`src/design/afrr_pkg.sv`:
```
// Shared types, constants and helpers for the ASCII frame response receiver.
`default_nettype none
package afrr_pkg;

  // Field and register widths.
  localparam int BYTE_W   = 8;
  localparam int FC_W     = 13;
  localparam int HDR_W    = 4;
  localparam int CFG_W    = 13;
  localparam int CFG_IDX_W = 1;

  // Frame length at which a frame is flagged too long.
  localparam logic [FC_W-1:0] MAX_FRAME = FC_W'(4096);

  // Register reset values.
  localparam logic [FC_W-1:0]  MIN_FRAME_RST = FC_W'(14);
  localparam logic [HDR_W-1:0] HDR_LEN_RST   = HDR_W'(4);

  // Configuration register indexes.
  localparam logic [CFG_IDX_W-1:0] REG_MIN_FRAME = 1'b0;
  localparam logic [CFG_IDX_W-1:0] REG_HDR_LEN   = 1'b1;

  // Control characters.
  localparam logic [BYTE_W-1:0] CH_STX = 8'h02;
  localparam logic [BYTE_W-1:0] CH_ETX = 8'h03;
  localparam logic [BYTE_W-1:0] CH_ACK = 8'h06;
  localparam logic [BYTE_W-1:0] CH_NAK = 8'h15;
  localparam logic [BYTE_W-1:0] CH_CR  = 8'h0D;
  localparam logic [BYTE_W-1:0] CH_LF  = 8'h0A;

  // Frame status codes.
  typedef enum logic [2:0] {
    ST_OK       = 3'd0,
    ST_ACK      = 3'd1,
    ST_NAK      = 3'd2,
    ST_SUM_BAD  = 3'd3,
    ST_SHORT    = 3'd4,
    ST_BAD_LEAD = 3'd5,
    ST_FRAMING  = 3'd6,
    ST_TOO_LONG = 3'd7
  } status_t;

  // Lead byte kinds.
  localparam logic [1:0] LEAD_DATA  = 2'd0;
  localparam logic [1:0] LEAD_ACK   = 2'd1;
  localparam logic [1:0] LEAD_NAK   = 2'd2;
  localparam logic [1:0] LEAD_OTHER = 2'd3;

  // One result of the byte processing step.
  typedef struct packed {
    logic              vld;
    logic [BYTE_W-1:0] data;
    logic              payload;
    logic              done;
    status_t           status;
  } result_t;

  // Uppercase ASCII hex digit of a nibble.
  function automatic logic [BYTE_W-1:0] hex_char(input logic [3:0] nib);
    logic [BYTE_W-1:0] ch;
    if (nib < 4'd10) begin
      ch = 8'h30 + {4'd0, nib};
    end else begin
      ch = 8'h41 + {4'd0, nib} - 8'd10;
    end
    return ch;
  endfunction

endpackage
`default_nettype wire

```
`src/design/afrr_core.sv`:
```
// Per-byte frame state machine: holds frame state and computes one result.
`default_nettype none
module afrr_core
  import afrr_pkg::*;
(
  input  wire logic              clk,
  input  wire logic              rst_n,
  input  wire logic              step,
  input  wire logic [BYTE_W-1:0] rx_byte,
  input  wire logic [FC_W-1:0]   min_frame,
  input  wire logic [HDR_W-1:0]  hdr_len,
  output result_t                res
);

  typedef enum logic [3:0] {
    PH_IDLE     = 4'd0,
    PH_DATA     = 4'd1,
    PH_SUM_HI   = 4'd2,
    PH_SUM_LO   = 4'd3,
    PH_DATA_CR  = 4'd4,
    PH_DATA_LF  = 4'd5,
    PH_CTL_BODY = 4'd6,
    PH_CTL_LF   = 4'd7,
    PH_DISCARD  = 4'd8
  } phase_t;

  phase_t            phase_r, phase_nxt;
  logic [BYTE_W-1:0] sum_r, sum_nxt;
  logic [FC_W-1:0]   cnt_r, cnt_nxt;
  logic [HDR_W-1:0]  hdr_r, hdr_nxt;
  logic [BYTE_W-1:0] shc_r, shc_nxt;
  logic [1:0]        lead_r, lead_nxt;
  logic [FC_W-1:0]   cnt_inc;
  logic              too_long;
  logic              sum_match;

  // Saturating frame byte count and checksum compare.
  assign cnt_inc   = (cnt_r < MAX_FRAME) ? cnt_r + FC_W'(1) : cnt_r;
  assign too_long  = (cnt_inc >= MAX_FRAME);
  assign sum_match = (shc_r == hex_char(sum_r[7:4])) && (rx_byte == hex_char(sum_r[3:0]));

  // Next state and result for the byte at hand.
  always_comb begin
    phase_nxt   = phase_r;
    sum_nxt     = sum_r;
    cnt_nxt     = cnt_r;
    hdr_nxt     = hdr_r;
    shc_nxt     = shc_r;
    lead_nxt    = lead_r;
    res.vld     = 1'b0;
    res.data    = '0;
    res.payload = 1'b0;
    res.done    = 1'b0;
    res.status  = ST_OK;
    if (step) begin
      if (phase_r == PH_IDLE) begin
        cnt_nxt = FC_W'(1);
        sum_nxt = '0;
        shc_nxt = '0;
        if (rx_byte == CH_STX) begin
          lead_nxt  = LEAD_DATA;
          hdr_nxt   = hdr_len;
          phase_nxt = PH_DATA;
        end else if (rx_byte == CH_ACK || rx_byte == CH_NAK) begin
          lead_nxt  = (rx_byte == CH_ACK) ? LEAD_ACK : LEAD_NAK;
          phase_nxt = PH_CTL_BODY;
        end else begin
          lead_nxt = LEAD_OTHER;
          if (rx_byte == CH_LF) begin
            res.vld    = 1'b1;
            res.done   = 1'b1;
            res.status = ST_BAD_LEAD;
          end else begin
            phase_nxt = PH_DISCARD;
          end
        end
      end else begin
        cnt_nxt = cnt_inc;
        case (phase_r)
          PH_DATA: begin
            sum_nxt = sum_r + rx_byte;
            if (rx_byte == CH_ETX) begin
              phase_nxt = PH_SUM_HI;
            end else if (hdr_r != '0) begin
              hdr_nxt = hdr_r - HDR_W'(1);
            end else begin
              res.vld     = 1'b1;
              res.data    = rx_byte;
              res.payload = 1'b1;
            end
          end
          PH_SUM_HI: begin
            shc_nxt   = rx_byte;
            phase_nxt = PH_SUM_LO;
          end
          PH_SUM_LO: begin
            shc_nxt   = {7'd0, sum_match};
            phase_nxt = PH_DATA_CR;
          end
          PH_DATA_CR: begin
            if (rx_byte != CH_CR) begin
              res.vld    = 1'b1;
              res.done   = 1'b1;
              res.status = ST_FRAMING;
              phase_nxt  = PH_IDLE;
            end else begin
              phase_nxt = PH_DATA_LF;
            end
          end
          PH_DATA_LF: begin
            res.vld   = 1'b1;
            res.done  = 1'b1;
            phase_nxt = PH_IDLE;
            if (rx_byte != CH_LF) begin
              res.status = ST_FRAMING;
            end else if (too_long) begin
              res.status = ST_TOO_LONG;
            end else if (cnt_inc < min_frame) begin
              res.status = ST_SHORT;
            end else if (shc_r == 8'd1) begin
              res.status = ST_OK;
            end else begin
              res.status = ST_SUM_BAD;
            end
          end
          PH_CTL_BODY: begin
            if (rx_byte == CH_CR) begin
              phase_nxt = PH_CTL_LF;
            end
          end
          PH_CTL_LF: begin
            if (rx_byte == CH_LF) begin
              res.vld    = 1'b1;
              res.done   = 1'b1;
              res.status = too_long ? ST_TOO_LONG : status_t'({1'b0, lead_r});
              phase_nxt  = PH_IDLE;
            end else if (rx_byte != CH_CR) begin
              phase_nxt = PH_CTL_BODY;
            end
          end
          PH_DISCARD: begin
            if (rx_byte == CH_LF) begin
              res.vld    = 1'b1;
              res.done   = 1'b1;
              res.status = too_long ? ST_TOO_LONG : ST_BAD_LEAD;
              phase_nxt  = PH_IDLE;
            end
          end
          default: begin
            phase_nxt = PH_IDLE;
          end
        endcase
      end
    end
  end

  // Frame state registers.
  always_ff @(posedge clk) begin
    if (!rst_n) begin
      phase_r <= PH_IDLE;
      sum_r   <= '0;
      cnt_r   <= '0;
      hdr_r   <= '0;
      shc_r   <= '0;
      lead_r  <= '0;
    end else begin
      phase_r <= phase_nxt;
      sum_r   <= sum_nxt;
      cnt_r   <= cnt_nxt;
      hdr_r   <= hdr_nxt;
      shc_r   <= shc_nxt;
      lead_r  <= lead_nxt;
    end
  end

`ifndef SYNTH
  // The frame count never passes its saturation point.
  a_cnt_sat: assert property (@(posedge clk) disable iff (!rst_n) cnt_r <= MAX_FRAME)
    else $error("frame count above saturation point");

  // A frame status always sends the machine back to idle.
  a_done_idle: assert property (@(posedge clk) disable iff (!rst_n)
    (step && res.done) |=> (phase_r == PH_IDLE))
    else $error("frame ended without returning to idle");

  // Payload bytes only come out of the data phase, never with a status.
  a_payload_src: assert property (@(posedge clk) disable iff (!rst_n)
    res.payload |-> (phase_r == PH_DATA && !res.done))
    else $error("payload result outside data phase");

  // After a checksum pair the match flag is a single bit.
  a_match_flag: assert property (@(posedge clk) disable iff (!rst_n)
    (phase_r == PH_DATA_CR || phase_r == PH_DATA_LF) |-> (shc_r[7:1] == 7'd0))
    else $error("checksum match flag corrupted");
`endif

endmodule
`default_nettype wire

```
`src/design/ascii_frame_response_receiver_unit.sv`:
```
// A byte passes the input register, then its result is held in the result register;
// only payload bytes and bytes that end a frame give a result.
// Throughput: one byte per cycle; a stalled result holds input once the input register is full.
// Reset (synchronous, active low) returns to idle, empties both registers and
// restores min_frame_length 14 and header_length 4.
`default_nettype none
module ascii_frame_response_receiver_unit
  import afrr_pkg::*;
(
  input  wire logic                 clk,
  input  wire logic                 rst_n,
  input  wire logic                 in_valid,
  output logic                      in_ready,
  input  wire logic [BYTE_W-1:0]    in_rx_byte,
  output logic                      out_valid,
  input  wire logic                 out_ready,
  output logic [BYTE_W-1:0]         out_byte,
  output logic                      out_is_payload,
  output logic                      out_frame_done,
  output logic [2:0]                out_status,
  input  wire logic                 cfg_we,
  input  wire logic [CFG_IDX_W-1:0] cfg_index,
  input  wire logic [CFG_W-1:0]     cfg_wdata
);

  logic              in_vld_r;
  logic [BYTE_W-1:0] in_byte_r;
  logic              out_vld_r;
  result_t           out_r;
  logic [FC_W-1:0]   min_frame_r;
  logic [HDR_W-1:0]  hdr_len_r;
  logic              advance;
  result_t           res;

  // The held byte moves on whenever the result register is free or draining.
  assign advance  = in_vld_r && (!out_vld_r || out_ready);
  assign in_ready = !in_vld_r || advance;

  // Configuration registers.
  always_ff @(posedge clk) begin
    if (!rst_n) begin
      min_frame_r <= MIN_FRAME_RST;
      hdr_len_r   <= HDR_LEN_RST;
    end else if (cfg_we) begin
      if (cfg_index == REG_MIN_FRAME) begin
        min_frame_r <= cfg_wdata[FC_W-1:0];
      end else if (cfg_index == REG_HDR_LEN) begin
        hdr_len_r <= cfg_wdata[HDR_W-1:0];
      end
    end
  end

  // Input register.
  always_ff @(posedge clk) begin
    if (!rst_n) begin
      in_vld_r <= 1'b0;
    end else if (in_ready) begin
      in_vld_r <= in_valid;
    end
  end

  always_ff @(posedge clk) begin
    if (in_valid && in_ready) begin
      in_byte_r <= in_rx_byte;
    end
  end

  // Frame state machine.
  afrr_core u_core (
    .clk       (clk),
    .rst_n     (rst_n),
    .step      (advance),
    .rx_byte   (in_byte_r),
    .min_frame (min_frame_r),
    .hdr_len   (hdr_len_r),
    .res       (res)
  );

  // Result register.
  always_ff @(posedge clk) begin
    if (!rst_n) begin
      out_vld_r <= 1'b0;
    end else if (advance) begin
      out_vld_r <= res.vld;
    end else if (out_ready) begin
      out_vld_r <= 1'b0;
    end
  end

  always_ff @(posedge clk) begin
    if (advance && res.vld) begin
      out_r <= res;
    end
  end

  assign out_valid      = out_vld_r;
  assign out_byte       = out_r.data;
  assign out_is_payload = out_r.payload;
  assign out_frame_done = out_r.done;
  assign out_status     = out_r.status;

endmodule
`default_nettype wire
```
`config.mk`:
```
export PLATFORM = sky130hd
export DESIGN_NAME = ascii_frame_response_receiver_unit
export DESIGN_NICKNAME = d
export VERILOG_FILES = /design/src/design/afrr_pkg.sv /design/src/design/afrr_core.sv /design/src/design/ascii_frame_response_receiver_unit.sv
export SDC_FILE = /design/constraint.sdc
export NUM_CORES = 1
export LEC_CHECK = 0
export ABC_AREA = 1
export ABC_CLOCK_PERIOD_IN_PS = 3410
export BUFFER_PORTS_ARGS = -buffer_cell sky130_fd_sc_hd__buf_2
export CAP_MARGIN = 20
export CORE_ASPECT_RATIO = 1.25
export CORE_MARGIN = 3
export CORE_UTILIZATION = 55
export DETAILED_ROUTE_END_ITERATION = 6
export HOLD_SLACK_MARGIN = 0.05
export PLACE_DENSITY_LB_ADDON = 0.1
export SLEW_MARGIN = 5
export SYNTH_ARGS = -nofsm -noshare
export SYNTH_HDL_FRONTEND = slang
export SYNTH_HIERARCHICAL = 1
export SYNTH_SLANG_ARGS = --single-unit
```
`constraint.sdc`:
```
create_clock -name clk -period 3.41 [get_ports clk]
set_clock_uncertainty 0.2 [all_clocks]
set_input_delay 0 -clock clk [delete_from_list [all_inputs] [get_ports clk]]
set_output_delay 0 -clock clk [all_outputs]
set_load 0.01 [all_outputs]
```
Word-level counts from Yosys, hierarchy flattened
Index checks and enable logic that the tools add are counted.
- flip-flop bits (word level): 79
- bits of input ports: 27
- output and inout port bits: 15
- word-level logic and storage cells: 137
- add/sub/neg operators: 9
- order comparisons: 5
- equality and inequality tests: 26
- mux-type cells: 54
- bitwise logic cells: 3
- reduce and logical (&&, ||, !) cells: 25
- operators with widths (cell ; count):
    4-bit two-way mux ; 21
    8-bit two-way mux ; 5
    4-bit case mux with 7 select lines ; 1
    13-bit two-way mux ; 2
    10-bit two-way mux ; 2
    9-bit two-way mux ; 2
    7-bit by 4-bit adder with 8-bit output (first input constant) ; 2
    4-bit by 3-bit == test with 1-bit output (second input constant) ; 4
    8-bit by 2-bit == test with 1-bit output (second input constant) ; 2
    8-bit by 4-bit == test with 1-bit output (second input constant) ; 2
    8-bit == test ; 2
    8-bit by 4-bit != test with 1-bit output (second input constant) ; 2
    4-bit case mux with 4 select lines ; 1
    8-bit case mux with 2 select lines ; 1
    8-bit by 4-bit subtractor with 8-bit output (second input constant) ; 2
    3-bit two-way mux ; 5
    6-bit by 4-bit adder with 7-bit output (first input constant) ; 2
    14-bit two-way mux ; 1
    13-bit by 1-bit adder with 13-bit output (second input constant) ; 1
    13-bit greater-or-equal comparator (second input constant) ; 1
    13-bit less-than comparator ; 1
    13-bit less-than comparator (second input constant) ; 1
    2-bit two-way mux ; 5
    2-bit AND reduction ; 5
    other kinds (29) ; 49

Depth between registers and ports, before layout
- word-level depth: 10
- depth in mapped cells: 20
- gate-level depth less buffers: 20

Cells and area by module
The synthesis kept the hierarchy.
- modules (own cells, without submodules) (module ; times used ; cells each ; area each (um^2) ; seq. area each (um^2)):
    afrr_core ; 1 ; 585 ; 3554.7 ; 780.7
    ascii_frame_response_receiver_unit ; 1 ; 138 ; 1506.4 ; 1011.0

Worst setup path after synthesis
No wires, ideal clock.
- path type: register -> register
- start point: register in_byte_r[5]
- end point: register out_r (netlist bit out_byte[0]) (enable)
- arrival time: 2351 ps
- required time: 2810 ps
- slack: 460 ps
- stages on the path, launching flop included: 10
- path buffers: 0
- clock period less this slack: 2950 ps
- cell sequence: edfxtp_1 > inv_2 > nand4_4 > nor2_4 > nand2_1 > nand4_1 > nor3_1 > nor3_2 > inv_1 > nor3_1
- RTL lines (what ; line ; source):
    start: declaration ; ascii_frame_response_receiver_unit.sv:27 ; logic [BYTE_W-1:0] in_byte_r;
    start signal: assignment ; ascii_frame_response_receiver_unit.sv:64 ; in_byte_r <= in_rx_byte;
    end signal: assignment ; ascii_frame_response_receiver_unit.sv:92 ; out_r <= res;
    end: declaration ; ascii_frame_response_receiver_unit.sv:29 ; result_t out_r;

Worst setup path after layout
- start point: register u_core.cnt_r[0]
- end point: register out_r (netlist bit out_status[0]) (data pin)
- word-level cells in the longest chain between the ends: 8
- elaborated cells between the ends (all ways): 12
- RTL lines (what ; line ; source):
    start: declaration ; afrr_core.sv:29 ; logic [FC_W-1:0] cnt_r, cnt_nxt;
    start signal: assignment ; afrr_core.sv:169 ; cnt_r <= cnt_nxt;
    13-bit by 1-bit adder with 13-bit output / 13-bit less-than comparator (equally long branches) ; afrr_core.sv:38 ; assign cnt_inc = (cnt_r < MAX_FRAME) ? cnt_r + FC_W'(1) : cnt_r;
    13-bit two-way mux (*) ; afrr_core.sv:38 ;
    13-bit less-than comparator ; afrr_core.sv:118 ; end else if (cnt_inc < min_frame) begin
    3-bit two-way mux ; afrr_core.sv:118 ;
    3-bit two-way mux ; afrr_core.sv:116 ; end else if (too_long) begin
    3-bit two-way mux ; afrr_core.sv:114 ; if (rx_byte != CH_LF) begin
    4-bit case mux with 4 select lines (*) ; afrr_core.sv:79 ; case (phase_r)
    4-bit two-way mux (*) ; afrr_core.sv:56 ; if (phase_r == PH_IDLE) begin
Mark *: on every way between the ends. The rest lies on a longest branch, timed or not.
A chain may end at the register's enable or synchronous reset.

==> impl_metrics.ini <==
[routing]
drt_iter0_drc = 242
wl_per_cell_um = 12.97
num_vias = 4752
wl_um = 11990
dr.pass1.iters = 5
ant_nets = 0
drcViolationCount = 0
vias_per_cell = 5.137

[clock_tree]
htreeDepth = 3
cts.path.max_buffers = 2
cts_num_sinks = 79
cts_root_buffer = clkbuf_8
path_clk_slew_ns = 0.08
cts_buffers = 9
cts_setup_buffers = 0
cts_tree = done
clk-insertion-delay-late_ns = 0.36

[timing]
period_needed_ns = 2.957
rsz0062_at_grt = false
period_share = 0.8672
fmax_ghz = 0.3382
fin_tns_setup_ns = 0
finalSetupViolations = 0
maxSlewHeadroom = 0.5983
slew_violations = 0
final_hold_viol_count = 0
worst_pin_slew_ns = 0.6018

[synth]
syn_inst = 723
synth_fp_nets = 775
ys_ff_latch = 79
postSynthAreaPerCell_um2 = 7.000
synth_edf_count = 21
netlist_area_um2 = 5061
synth_seq_area_share = 0.3540
synth_cell_types = 45
ys.flop_type = dfxtp_1
yosys_warnings = 6
ys_async_sr_fraction = 0

[worst_setup_path]
critPathMaxFanout = 4
crit_buf_inv = 2
critPathMostFrequentCell = nand2_1
slowest_stage = dfxtp_1
slowest_delay_ns = 0.38
path_cells = ha_1, nand2_1, nor2_2, nand4_1, nor3_1, xor2_1, inv_1, ha_1, nand2_1, nand2_1, nand2_1, nand2_1, a21oi_1, nand2_1, nand2_1, nand2_1, nand3_1, nand3_1, nand2_1, inv_1
path_delay_family = simple AND/OR/NAND/NOR gates
worst_ep_arrival_time_ns = 2.88
cp-end-kind = flop
start_kind = flop
required_ns = 3.33
critPathKind = flop to flop

[final_layout]
layout.cells.non_filler = 925
nNetsFinal = 852
layout-drive-gt1-share = 0.1714
syn2layout_area_growth_pct = 17.26
final_common_cell = nand2_1
layout_common_cells = nand2_1, inv_1, nor2_1
n_antenna_cell = 0

[global_routing]
grt_max_degree = 30
antenna_found_initial = 0
grt_pass1_vias = 4695
grt_usage = 0.2459
grt_pass1_wl_um = 20600
gr-total-overflow = 0

[floorplan]
start_util = 0.5723
die_h_um = 113.3
row_count = 38
dieArea_um2 = 10400
die_w_um = 91.80
io_pins = 42
core_area_um2 = 8843

[placed_design]
place_hpwl_um = 8678
placedCellCount = 873
gp_congestion = 0.8946
port_buffers = 41

[pwr]
ir_drop_uv = 291.9
power.leakage_nw = 2.701
cellPowerDensity_nw_per_um2 = 356.4

[outcome]
run_status = finished, final reports clean

[job]
maxCapViolCount = 0

[worst_hold_path]
hold_path.class = input port to flop
metal layers:
metal  global-route usage  part of all wire  up-vias
li1                     -                 -     2455
met1               0.2657              0.41     2156
met2               0.4549              0.53      110
met3              0.05186             0.040       31
met4               0.1130             0.027        0
met5                    0                 0        -
through the flow:
| step | setup WS [ns] | instance area (µm²) | util | hold WS, ns | total power, mW |
|---|---|---|---|---|---|
| global placement | 0.5343 | 5353 | 0.6053 | -0.02342 | 1.323 |
| global route | 0.2256 | 5934 | 0.6711 | 0.1204 | 2.236 |
| detailed placement | 0.4659 | 5353 | 0.6053 | -0.02172 | 1.330 |
| finish | 0.4528 | 5934 | 0.6711 | 0.1441 | 2.115 |
| CTS | 0.4571 | 5934 | 0.6711 | 0.1254 | 2.131 |
| floorplan | 0.4597 | 5061 | - | -0.1011 | 1.259 |
power breakdown:
| part | leakage, nW | switching, mW | internal, mW |
|---|---|---|---|
| combinational | 1.90 | 0.199 | 0.122 |
| clock | 0.116 | 0.341 | 0.429 |
| sequential | 0.688 | 0.0307 | 0.993 |
| total | 2.70 | 0.571 | 1.54 |
flip-flops by register name (all words and copies together) (netlist names):
name,flops
min_frame_r,13
u_core/cnt_r,13
in_byte_r,8
out_byte,8
u_core/shc_r,8
u_core/sum_r,8
hdr_len_r,4
u_core/hdr_r,4
u_core/phase_r,4
out_status,3
u_core/lead_r,2
in_vld_r,1
out_frame_done,1
out_is_payload,1
out_valid,1
cell type report:
class | instances | area (µm²)
clock buffer | 10 | 137.6
clock inverter | 6 | 83.83
fill | 799 | 2909
inverter | 111 | 417.9
multi-input combinational | 519 | 2765
sequential | 79 | 1792
tap | 120 | 150.1
timing repair buffer | 80 | 588.1
Yosys cell counts (2+ instances only):
library cell    n  share of area
buf_2           3         0.0030
o21ai_1         9         0.0089
a21oi_1        50          0.049
nand3_1        52          0.051
nor4_1          2         0.0025
nand2_1       201           0.15
inv_1          90          0.067
nand2_2        10          0.012
nor3_1         12          0.012
buf_4           3         0.0044
nand4_1         5         0.0062
nor3_2          2         0.0040
xnor2_1         6          0.010
o21a_1          3         0.0044
nand3_2        13          0.026
nor2_1         72          0.053
a21oi_2         3         0.0052
inv_2          20          0.015
a21boi_1        2         0.0030
nand3b_1        2         0.0030
nor2_2         11          0.014
clkbuf_1        4         0.0030
dfxtp_1        58           0.23
nand2_4         3         0.0067
xor2_1          7          0.012
buf_6           3         0.0067
or2_2           4         0.0049
o211ai_1        2         0.0030
ha_1           24          0.059
edfxtp_1       21           0.12
nor2_4          4         0.0089
o21ai_0         9         0.0089
final timing paths:
kind | startpoint | slack, ns | depth (start not counted) | end
min | in_rx_byte[3] | 0.14 | 2 | in_byte_r[3]$_DFFE_PP_
max | u_core/cnt_r[0]$_SDFFE_PN0P_ | 0.45 | 20 | out_status[0]$_DFFE_PP_
max reg2reg | u_core/cnt_r[0]$_SDFFE_PN0P_ | 0.45 | 20 | out_status[0]$_DFFE_PP_
min reg2reg | u_core/lead_r[1]$_SDFFE_PN0P_ | 0.27 | 2 | u_core/lead_r[1]$_SDFFE_PN0P_
repair_timing:
action | CTS | global route
setup endpoints to repair | 0 | 0
hold buffers | 36 | 0
gates resized for setup | 0 | 0
endpoints found under the hold margin | 43 | 0
cell families (layout without fill, tap and decap cells):
group                    Yosys count  in the layout  synth area share
adder cells (fa/ha/maj)           25             25           0.06329
AND/OR/NAND/NOR                  397            397            0.3674
AO/OA/AOI/OAI                     84             84           0.09221
flip-flops                        79             79            0.3540
XOR/XNOR                          13             13           0.02250
buffers and inverters            125            207            0.1006
Note: power is estimated with default switching activity, not from simulation.
